[src/hdl/mcpbm_pkg.sv]
`default_nettype none
package mcpbm_pkg;

    // field widths
    localparam int unsigned COUNT_W   = 8;
    localparam int unsigned LOGICAL_W = 7;
    localparam int unsigned BANK_W    = 8;
    localparam int unsigned OFFSET_W  = 22;
    localparam int unsigned CFG_IDX_W = 8;
    localparam int unsigned CFG_DAT_W = 8;

    // configuration register indexes
    localparam logic [CFG_IDX_W-1:0] CFG_PRG_BANK_COUNT      = 8'd0;
    localparam logic [CFG_IDX_W-1:0] CFG_BUS_CONFLICT_ENABLE = 8'd1;

    // reset and special bank counts
    localparam logic [COUNT_W-1:0]   RESET_BANK_COUNT = 8'd32;
    localparam logic [COUNT_W-1:0]   FOLD_BANK_COUNT  = 8'd96;
    localparam logic [LOGICAL_W-1:0] FOLD_DISTANCE    = 7'h20;

    // sequencer states
    typedef enum logic [2:0] {
        ST_IDLE,
        ST_LOW_GO,
        ST_LOW_WAIT,
        ST_HIGH_GO,
        ST_HIGH_WAIT
    } seq_state_t;

    // request to the remainder unit
    typedef struct packed {
        logic                 start;
        logic [LOGICAL_W-1:0] dividend;
        logic [COUNT_W-1:0]   divisor;
    } mod_req_t;

    // answer from the remainder unit
    typedef struct packed {
        logic              done;
        logic [BANK_W-1:0] remainder;
    } mod_rsp_t;

endpackage
`default_nettype wire

[src/hdl/mcpbm_mod_unit.sv]
`default_nettype none
module mcpbm_mod_unit
    import mcpbm_pkg::*;
(
    input  wire logic     clk,
    input  wire logic     rst_n,
    input  wire mod_req_t req,
    output mod_rsp_t      rsp
);

    localparam logic [2:0] LAST_STEP = 3'(LOGICAL_W - 1);

    logic                 busy_reg;
    logic                 done_reg;
    logic [2:0]           step_reg;
    logic [LOGICAL_W-1:0] dvd_reg;
    logic [COUNT_W-1:0]   dsr_reg;
    logic [BANK_W-1:0]    rem_reg;

    logic [BANK_W:0]      trial;
    logic [BANK_W:0]      diff;
    logic                 fits;

    // one restoring remainder step per cycle
    always_comb
    begin
        trial = {rem_reg, dvd_reg[LOGICAL_W-1]};
        diff  = trial - {1'b0, dsr_reg};
        fits  = (trial >= {1'b0, dsr_reg});
    end

    // control
    always_ff @(posedge clk or negedge rst_n)
    begin
        if (!rst_n)
        begin
            busy_reg <= 1'b0;
            done_reg <= 1'b0;
            step_reg <= '0;
        end
        else
        begin
            done_reg <= 1'b0;
            if (req.start)
            begin
                step_reg <= '0;
                if (req.divisor == '0 || req.divisor == FOLD_BANK_COUNT)
                begin
                    busy_reg <= 1'b0;
                    done_reg <= 1'b1;
                end
                else
                begin
                    busy_reg <= 1'b1;
                end
            end
            else if (busy_reg)
            begin
                step_reg <= step_reg + 3'd1;
                if (step_reg == LAST_STEP)
                begin
                    busy_reg <= 1'b0;
                    done_reg <= 1'b1;
                end
            end
        end
    end

    // datapath
    always_ff @(posedge clk)
    begin
        if (req.start)
        begin
            dvd_reg <= req.dividend;
            dsr_reg <= req.divisor;
            if (req.divisor == '0)
            begin
                rem_reg <= '0;
            end
            else if (req.divisor == FOLD_BANK_COUNT)
            begin
                // 0x20-0x3f fold back onto the first 32 banks
                if (req.dividend >= FOLD_DISTANCE)
                    rem_reg <= BANK_W'(req.dividend - FOLD_DISTANCE);
                else
                    rem_reg <= BANK_W'(req.dividend);
            end
            else
            begin
                rem_reg <= '0;
            end
        end
        else if (busy_reg)
        begin
            dvd_reg <= {dvd_reg[LOGICAL_W-2:0], 1'b0};
            rem_reg <= fits ? diff[BANK_W-1:0] : trial[BANK_W-1:0];
        end
    end

    assign rsp.done      = done_reg;
    assign rsp.remainder = rem_reg;

endmodule
`default_nettype wire

[src/hdl/multicart_prg_bank_mapper_unit.sv]
`default_nettype none
// Multicart PRG bank mapper: each item is one CPU bus access and gives one result
// item with the PRG ROM offset for $8000-$FFFF (tuser flags it as handled) and the
// mirroring bit after the access. A mapper register write makes the block busy while
// both 16 KiB windows are recomputed by one shared remainder unit that takes seven
// shift-subtract steps per bank, once in 16 KiB repeat mode and once per window in
// 32 KiB pair mode; with a bank count of 0 or 96 the unit skips the steps. A write
// to the bank count register triggers the same recomputation. A new item is taken
// only when the block is not busy and the output register is empty or its waiting
// result leaves at the same clock edge.
module multicart_prg_bank_mapper_unit
    import mcpbm_pkg::*;
(
    input  wire logic                 clk,
    input  wire logic                 rst_n,
    // access items
    input  wire logic                 s_axis_tvalid,
    output logic                      s_axis_tready,
    input  wire logic [31:0]          s_axis_tdata,  // cpu_addr, write_data, rom_byte
    input  wire logic                 s_axis_tuser,  // func
    // result items
    output logic                      m_axis_tvalid,
    input  wire logic                 m_axis_tready,
    output logic [23:0]               m_axis_tdata,  // rom_offset, mirror_vertical, pad
    output logic                      m_axis_tuser,  // handled
    // configuration writes
    input  wire logic                 cfg_valid,
    output logic                      cfg_ready,
    input  wire logic [CFG_IDX_W-1:0] cfg_index,
    input  wire logic [CFG_DAT_W-1:0] cfg_data
);

    seq_state_t         state_reg, state_next;
    logic [COUNT_W-1:0] bank_count_reg;
    logic               conflict_en_reg;
    logic [7:0]         reg_low_reg, reg_low_next;
    logic               reg_high_reg, reg_high_next;
    logic [BANK_W-1:0]  window_reg [2];
    logic               out_valid_reg;
    logic               out_handled_reg;
    logic [OFFSET_W-1:0] out_offset_reg;
    logic               out_mirror_reg;

    mod_req_t           mod_req;
    mod_rsp_t           mod_rsp;

    logic               in_fire;
    logic               cfg_fire;
    logic               is_write;
    logic [15:0]        cpu_addr;
    logic [7:0]         write_data;
    logic [7:0]         rom_byte;
    logic               handled;
    logic               reg_write;
    logic [7:0]         eff_data;
    logic [OFFSET_W-1:0] offset;
    logic [LOGICAL_W-1:0] logical;
    logic               repeat_mode;

    // input unpacking
    assign is_write   = s_axis_tuser;
    assign cpu_addr   = s_axis_tdata[15:0];
    assign write_data = s_axis_tdata[23:16];
    assign rom_byte   = s_axis_tdata[31:24];

    // handshakes
    assign s_axis_tready = (state_reg == ST_IDLE) && (!out_valid_reg || m_axis_tready);
    assign cfg_ready     = (state_reg == ST_IDLE);
    assign in_fire       = s_axis_tvalid && s_axis_tready;
    assign cfg_fire      = cfg_valid && cfg_ready;

    // access decode and register update
    always_comb
    begin
        handled       = cpu_addr[15];
        reg_write     = in_fire && handled && is_write;
        eff_data      = conflict_en_reg ? (write_data & rom_byte) : write_data;
        offset        = handled ? {window_reg[cpu_addr[14]], cpu_addr[13:0]} : '0;
        reg_low_next  = reg_low_reg;
        reg_high_next = reg_high_reg;
        if (reg_write)
        begin
            if (cpu_addr[0])
                reg_high_next = eff_data[0];
            else
                reg_low_next = eff_data;
        end
    end

    // logical bank and mode from the mapper registers
    assign logical     = {reg_high_reg, reg_low_reg[7], reg_low_reg[4:0]};
    assign repeat_mode = reg_low_reg[5];

    // sequencer
    always_comb
    begin
        state_next       = state_reg;
        mod_req.start    = 1'b0;
        mod_req.divisor  = bank_count_reg;
        mod_req.dividend = logical;
        case (state_reg)
            ST_IDLE:
            begin
                if (reg_write || (cfg_fire && cfg_index == CFG_PRG_BANK_COUNT))
                    state_next = ST_LOW_GO;
            end
            ST_LOW_GO:
            begin
                mod_req.start    = 1'b1;
                mod_req.dividend = repeat_mode ? logical : (logical & 7'h7E);
                state_next       = ST_LOW_WAIT;
            end
            ST_LOW_WAIT:
            begin
                if (mod_rsp.done)
                    state_next = repeat_mode ? ST_IDLE : ST_HIGH_GO;
            end
            ST_HIGH_GO:
            begin
                mod_req.start    = 1'b1;
                mod_req.dividend = logical | 7'h01;
                state_next       = ST_HIGH_WAIT;
            end
            ST_HIGH_WAIT:
            begin
                if (mod_rsp.done)
                    state_next = ST_IDLE;
            end
            default:
            begin
                state_next = ST_IDLE;
            end
        endcase
    end

    // shared remainder unit
    mcpbm_mod_unit u_mod
    (
        .clk   (clk),
        .rst_n (rst_n),
        .req   (mod_req),
        .rsp   (mod_rsp)
    );

    // state, configuration and mapper registers
    always_ff @(posedge clk or negedge rst_n)
    begin
        if (!rst_n)
        begin
            state_reg       <= ST_IDLE;
            bank_count_reg  <= RESET_BANK_COUNT;
            conflict_en_reg <= 1'b0;
            reg_low_reg     <= '0;
            reg_high_reg    <= 1'b0;
            window_reg[0]   <= BANK_W'(0);
            window_reg[1]   <= BANK_W'(1);
        end
        else
        begin
            state_reg    <= state_next;
            reg_low_reg  <= reg_low_next;
            reg_high_reg <= reg_high_next;
            if (cfg_fire)
            begin
                if (cfg_index == CFG_PRG_BANK_COUNT)
                    bank_count_reg <= cfg_data;
                else if (cfg_index == CFG_BUS_CONFLICT_ENABLE)
                    conflict_en_reg <= cfg_data[0];
            end
            if (mod_rsp.done && state_reg == ST_LOW_WAIT)
            begin
                window_reg[0] <= mod_rsp.remainder;
                if (repeat_mode)
                    window_reg[1] <= mod_rsp.remainder;
            end
            if (mod_rsp.done && state_reg == ST_HIGH_WAIT)
                window_reg[1] <= mod_rsp.remainder;
        end
    end

    // output valid
    always_ff @(posedge clk or negedge rst_n)
    begin
        if (!rst_n)
            out_valid_reg <= 1'b0;
        else if (in_fire)
            out_valid_reg <= 1'b1;
        else if (m_axis_tready)
            out_valid_reg <= 1'b0;
    end

    // output payload
    always_ff @(posedge clk)
    begin
        if (in_fire)
        begin
            out_handled_reg <= handled;
            out_offset_reg  <= offset;
            out_mirror_reg  <= reg_low_next[6];
        end
    end

    assign m_axis_tvalid = out_valid_reg;
    assign m_axis_tuser  = out_handled_reg;
    assign m_axis_tdata  = {1'b0, out_mirror_reg, out_offset_reg};

endmodule
`default_nettype wire
[config.mk]
export PLATFORM = sky130hd
export DESIGN_NAME = multicart_prg_bank_mapper_unit
export DESIGN_NICKNAME = d
export VERILOG_FILES = /design/src/hdl/mcpbm_pkg.sv /design/src/hdl/mcpbm_mod_unit.sv /design/src/hdl/multicart_prg_bank_mapper_unit.sv
export SDC_FILE = /design/constraint.sdc
export NUM_CORES = 1
export LEC_CHECK = 0
export BUFFER_PORTS_ARGS = -buffer_cell sky130_fd_sc_hd__buf_2
export CAP_MARGIN = 30
export CORE_ASPECT_RATIO = 0.7
export CORE_MARGIN = 4
export CORE_UTILIZATION = 59
export CTS_CLUSTER_SIZE = 14
export DETAILED_ROUTE_END_ITERATION = 10
export PLACE_DENSITY = 0.85
export SLEW_MARGIN = 20
export SYNTH_ARGS = -nofsm -noshare
export SYNTH_HDL_FRONTEND = slang
export SYNTH_SLANG_ARGS = --single-unit
[constraint.sdc]
create_clock -name clk -period 4.2 [get_ports clk]
set_input_delay 0.42 -clock clk [delete_from_list [all_inputs] [get_ports clk]]
set_output_delay 0.42 -clock clk [all_outputs]
set_load 0.02 [all_outputs]
# Word level (Yosys, flattened, before mapping)

Cells that the tools add are included.

Register bits: 90
Bits of input ports: 54
Output and inout bits: 28
Word-level logic and storage cells: 99

Add/subtract/negate cells: 3
Order comparisons: 3
Equality and inequality tests: 10
Mux-type cells: 36
Bitwise gates (word level): 4
Reductions and logical operators: 25

Operators with widths:

| kind                                                                  | count |
|---|---|
| 8-bit two-way mux                                                     | 13 |
| 7-bit two-way mux                                                     | 4 |
| 8-bit zero test                                                       | 2 |
| 8-bit case mux with 2 select lines                                    | 1 |
| 3-bit two-way mux                                                     | 5 |
| 3-bit case mux with 5 select lines                                    | 1 |
| 1-bit two-way mux                                                     | 11 |
| 9-bit by 8-bit >= comparator with 1-bit output                        | 1 |
| 8-bit AND                                                             | 1 |
| 8-bit by 1-bit == test with 1-bit output, second input constant       | 1 |
| 8-bit by 7-bit == test with 1-bit output, second input constant       | 1 |
| 1-bit logical AND                                                     | 8 |
| 2-bit AND reduction                                                   | 4 |
| 2-bit nonzero test                                                    | 4 |
| 7-bit by 6-bit subtractor with 8-bit output, second input constant    | 1 |
| 8-bit subtractor                                                      | 1 |
| 7-bit by 6-bit >= comparator with 1-bit output, second input constant | 1 |
| 3-bit by 2-bit == test with 1-bit output, second input constant       | 2 |
| 3-bit == test, second input constant                                  | 2 |
| 2-bit by 1-bit != test with 1-bit output, second input constant       | 3 |
| 3-bit AND reduction                                                   | 2 |
| 3-bit by 1-bit adder with 3-bit output, second input constant         | 1 |
| 3-bit by 1-bit == test with 1-bit output, second input constant       | 1 |
| 3-bit zero test                                                       | 1 |
| 6 further kinds                                                       | 9 |

# Longest topological paths before layout

Depth after elaboration: 9
Mapped depth: 9
Depth with buffers taken out: 9

# By module

Synthesis repeated with hierarchy kept, for this count alone.

Cells, all modules: 340
Area, all modules: 4332.9 µm²

By module, submodules not included:

| module                         | times used | cells an instance | area an instance (µm²) | seq. area each (µm²) |
|---|---|---|---|---|
| multicart_prg_bank_mapper_unit | 1          | 189               | 2681.3                 | 1674.1 |
| mcpbm_mod_unit                 | 1          | 151               | 1651.6                 | 815.8 |

# Worst setup path after synthesis

OpenSTA, ideal clock, no wires.

Path type: register to register
From: reg state_reg[2]
To: reg out_mirror_reg (data pin)
Setup time: 271 ps
Arrival time: 2334 ps
Data required time: 3929 ps
Path slack: 1595 ps
Stages on the path, launching flop included: 10
Path buffers: 2
Period minus slack after synthesis: 2605 ps
Path through: dfrtp_1 > buf_2 > nor3_2 > nand3_1 > inv_1 > and3_1 > nand2b_1 > buf_2 > nand2_1 > o21ai_0

Word-level cells in the longest chain between the ends: 6

Ends and longest elaborated chain:

| what                           | line                                  | RTL |
|---|---|---|
| start: declaration             | multicart_prg_bank_mapper_unit.sv:33  | `seq_state_t state_reg, state_next;` |
| start signal: assignment       | multicart_prg_bank_mapper_unit.sv:160 | `state_reg <= state_next;` |
| 3-bit zero test                | n/a                                   |  |
| via cfg_ready                  | multicart_prg_bank_mapper_unit.sv:28  | `output logic cfg_ready,` |
| 1-bit logical AND              | multicart_prg_bank_mapper_unit.sv:67  | `assign s_axis_tready = (state_reg == ST_IDLE) && (!out_valid_reg \|\| m_axis_tready);` |
| 1-bit logical AND              | multicart_prg_bank_mapper_unit.sv:69  | `assign in_fire = s_axis_tvalid && s_axis_tready;` |
| via in_fire                    | multicart_prg_bank_mapper_unit.sv:47  | `logic in_fire;` |
| 1-bit logical AND (2 in a row) | multicart_prg_bank_mapper_unit.sv:76  | `reg_write = in_fire && handled && is_write;` |
| 7-bit two-way mux              | multicart_prg_bank_mapper_unit.sv:81  | `if (reg_write)` |
| via reg_low_next[6]            | multicart_prg_bank_mapper_unit.sv:36  | `logic [7:0] reg_low_reg, reg_low_next;` |
| end signal: assignment         | multicart_prg_bank_mapper_unit.sv:199 | `out_mirror_reg <= reg_low_next[6];` |
| end: declaration               | multicart_prg_bank_mapper_unit.sv:42  | `logic out_mirror_reg;` |

The timed path passes the listed nets, and every way through them passes these cells.
A chain may end at the register's enable or synchronous reset.

# Final worst setup path

From: reg u_mod.rem_reg[3]
To: reg u_mod.rem_reg[1] (data pin)

Word-level cells in the longest chain between the ends: 4

Ends and longest elaborated chain:

| what                                           | line                 | RTL |
|---|---|---|
| start: declaration                             | mcpbm_mod_unit.sv:18 | `logic [BANK_W-1:0] rem_reg;` |
| start signal: assignment                       | mcpbm_mod_unit.sv:84 | `rem_reg <= BANK_W'(req.dividend - FOLD_DISTANCE);` |
| start signal: assignment                       | mcpbm_mod_unit.sv:86 | `rem_reg <= BANK_W'(req.dividend);` |
| start signal: assignment                       | mcpbm_mod_unit.sv:96 | `rem_reg <= fits ? diff[BANK_W-1:0] : trial[BANK_W-1:0];` |
| 9-bit by 8-bit >= comparator with 1-bit output | mcpbm_mod_unit.sv:29 | `fits = (trial >= {1'b0, dsr_reg});` |
| 8-bit two-way mux                              | mcpbm_mod_unit.sv:96 |  |
| 8-bit two-way mux                              | mcpbm_mod_unit.sv:93 | `else if (busy_reg)` |
| 8-bit two-way mux                              | mcpbm_mod_unit.sv:72 | `if (req.start)` |

Every way passes these cells. The select of a mux whose other input is x is not followed.

==> impl_metrics.py <==
metrics = {
    "timing": {
        "final.min_clock_period_ns": 2.604,
        "period_share": 0.6200,
        "worst_pin_slew_ns": 0.7107,
        "rsz0062_at_grt": "false",
        "max_freq_mhz": 384.1,
        "setup_violations": 0,
        "fin_setup_tns_ns": 0,
        "final.setup_skew_ns": 0.007663,
        "relSlewSlack": 0.5253,
        "slew_viol_final": 0,
        "whs_ns": 0.2852,
        "hold_violations": 0,
    },
    "final_layout": {
        "largest_reg_flops": 22,
        "syn_to_final_growth_pct": 16.93,
        "nNetsFinal": 478,
        "layout_commonest_cell": "buf_2",
        "layout_common_cells": "81 x buf_2, 47 x edfxtp_1, 41 x dfrtp_1",
        "final_cells": 511,
        "drive_gt1_frac": 0.3285,
        "antenna_cells": 0,
    },
    "global_routing": {
        "grt_remaining_overflow": 0,
        "met1_usage": 0.2945,
        "gr-max-usage-layer": "met2",
        "use_met3": 0.06234,
        "grt_max_degree": 44,
        "grt_pass1_vias": 2831,
        "grt_use_total": 0.2132,
        "grt_pass1_wl_um": 13780,
        "antenna_found_initial": 0,
        "grt_use_met2": 0.3269,
    },
    "place": {
        "place_congestion": 0.9066,
        "port_buffers": 80,
        "hpwl_um": 6175,
        "dp.cells": 492,
    },
    "synthesis": {
        "synthFlopType": "edfxtp_1",
        "synth-warning-count": 0,
        "synth_seq_area_share": 0.6047,
        "mappedNetlistArea_um2": 4118,
        "synth_compound_area_frac": 0.07991,
        "synth-simple-area-share": 0.1173,
        "synthArstFlopShare": 0.4778,
        "syn_avg_cell_area_um2": 12.63,
        "synth_seq_cells": 90,
        "synth_top_family_by_area": "simple AND/OR/NAND/NOR gates",
        "synth_cell_types": 52,
        "synthAdderAreaFrac": 0.03829,
        "syn-num-nets": 392,
        "syn_inst": 326,
        "muxShareOfSynthArea": 0.1127,
        "yosys.area_share.xor_xnor": 0.01702,
        "synth_edf_count": 47,
    },
    "floorplan": {
        "std_cell_rows": 25,
        "die_area_um2": 8401,
        "die_w_um": 107.9,
        "io_pins": 82,
        "start_util": 0.6094,
        "core_um2": 6756,
        "dieHeight_um": 77.90,
    },
    "cts": {
        "cts.sinks": 90,
        "cts_buffers": 9,
        "cts_tree": "done",
        "insertion_delay_ns": 0.36,
        "cts.root.buffer_cell": "clkbuf_8",
        "clockBufferDepth": 2,
        "htree_levels": 3,
        "path_clk_slew_ns": 0.09,
    },
    "critical_path": {
        "setup.worst_path.end_class": "register",
        "required_ns": 4.43,
        "start_kind": "register",
        "crit_type": "register to register",
        "critPathArrivalTime_ns": 2.83,
        "cp_max_fo": 7,
    },
    "pwr": {
        "clockPowerShare": 0.163,
        "powerDensity_nw_per_um2": 690.7,
        "power.share.switching": 0.3753,
        "p_int_mw": 2.077,
        "p_switching_mw": 1.248,
        "combPwrFrac": 0.380,
        "peakVddDrop_mv": 0.4616,
        "p_leak_nw": 2.175,
        "seq_power_share": 0.457,
    },
    "drt": {
        "ant_nets": 0,
        "wire_per_inst_um": 16.50,
        "vias_per_cell": 5.499,
        "first_iter_violations": 128,
        "routed_wirelength_um": 8433,
        "route.detailed.drc": 0,
        "drtPass1Iterations": 4,
        "num_vias": 2810,
    },
    "job": {
        "drv_cap": 0,
    },
    "status": {
        "status": "completed",
    },
    "min_path": {
        "hold_class": "primary input to register",
    },
}
-- final cells by class --
class                   count  area (um2)
repair buffers             85       450.4
multi-input cells         207        1508
flip-flops and latches     90        2490
clock buffers              10       137.6
inverters                  19       71.32
well taps                  94       117.6
fillers                   513        1942
clock inverters             6       40.04
-- synthesized netlist by cell type, types with 2 or more instances --
cell type  instances  area share
o21a_1             2      0.0036
buf_2              3      0.0036
xnor2_1            6       0.013
clkbuf_1           5      0.0046
ha_1              11       0.033
nand2b_1           3      0.0046
and2_1            15       0.023
nand4_1            5      0.0076
xor2_1             2      0.0043
o21ai_1            3      0.0036
nand3b_1           2      0.0036
dfrtp_1           41        0.25
nor2b_1            9       0.014
nand2_1           31       0.028
nor4_1             2      0.0030
mux2_2            27       0.074
o21ai_0           19       0.023
mux2i_1           16       0.039
buf_4              2      0.0036
nor2_1             9      0.0082
inv_1             18       0.016
nand3_1            2      0.0024
nor3_1             4      0.0049
o22ai_1            4      0.0061
a21o_1             3      0.0055
dfstp_2            2       0.013
a21oi_1            9       0.011
edfxtp_1          47        0.34
-- layer usage --
metal	routed length, um	share of wire
met1	3782	0.45
met2	3978	0.47
met3	491	0.058
met4	181	0.021
met5	0	0
-- cells by family (layout without fill, tap and decap cells) --
group / Yosys count / after routing
compound gates: 52 / 52
xor+xnor: 8 / 8
fa+ha+maj: 12 / 12
flops: 90 / 90
mux: 43 / 43
buf+inv: 29 / 120
simple gates: 91 / 91
other cells: 1 / 1
-- power by group through the flow --
stage | clock (mW) | sequential [mW] | combinational (mW)
3_5_place_dp | 0 | 1.53 | 1.25
4_1_cts | 0.546 | 1.52 | 1.26
3_3_place_gp | 0 | 1.52 | 1.17
5_1_grt | 0.587 | 1.55 | 1.40
2_1_floorplan | 0 | 1.54 | 0.873
6_report | 0.541 | 1.52 | 1.27
-- path summary, 6_finish.rpt --
check | cells after the start | endpoint | slack (ns) | start
setup reg to reg | 7 | u_mod.rem_reg[1]$_DFFE_PP_ | 1.60 | u_mod.rem_reg[3]$_DFFE_PP_
max in group asynchronous | 3 | window_reg[0]$_DFFE_PN1P_ | 3.17 | rst_n
setup / recovery | 7 | u_mod.rem_reg[1]$_DFFE_PP_ | 1.60 | u_mod.rem_reg[3]$_DFFE_PP_
hold reg to reg | 0 | u_mod.dsr_reg[2]$_DFFE_PN_ | 0.50 | bank_count_reg[2]$_DFFE_PN0P_
hold / removal | 2 | bank_count_reg[7]$_DFFE_PN0P_ | 0.29 | cfg_data[7]
min in group asynchronous | 2 | bank_count_reg[6]$_DFFE_PN0P_ | 0.49 | rst_n
-- through the flow --
step	cell area (um2)	utilization	total power [mW]	setup WS, ns
6_report	4815	0.7126	3.325	1.596
3_3_place_gp	4602	0.6811	2.688	1.801
2_1_floorplan	4118	-	2.411	1.595
4_1_cts	4780	0.7074	3.326	1.602
5_1_grt	4815	0.7126	3.537	1.512
3_5_place_dp	4602	0.6811	2.782	1.678
-- worst max-delay path: stages, from the launching register on --
cell,delay [ns]
edfxtp_1,0.44
ha_1,0.39
a21o_1,0.22
a21o_1,0.17
a211o_1,0.35
a21oi_4,0.38
mux2i_1,0.34
a22o_1,0.18
-- repair_timing --
item	4_1_cts	5_1_grt
setup buffers	0	0
resized for setup	0	0
endpoints found under the hold margin	0	10
hold buffers	0	1
Power figures use the tool's default switching activity.
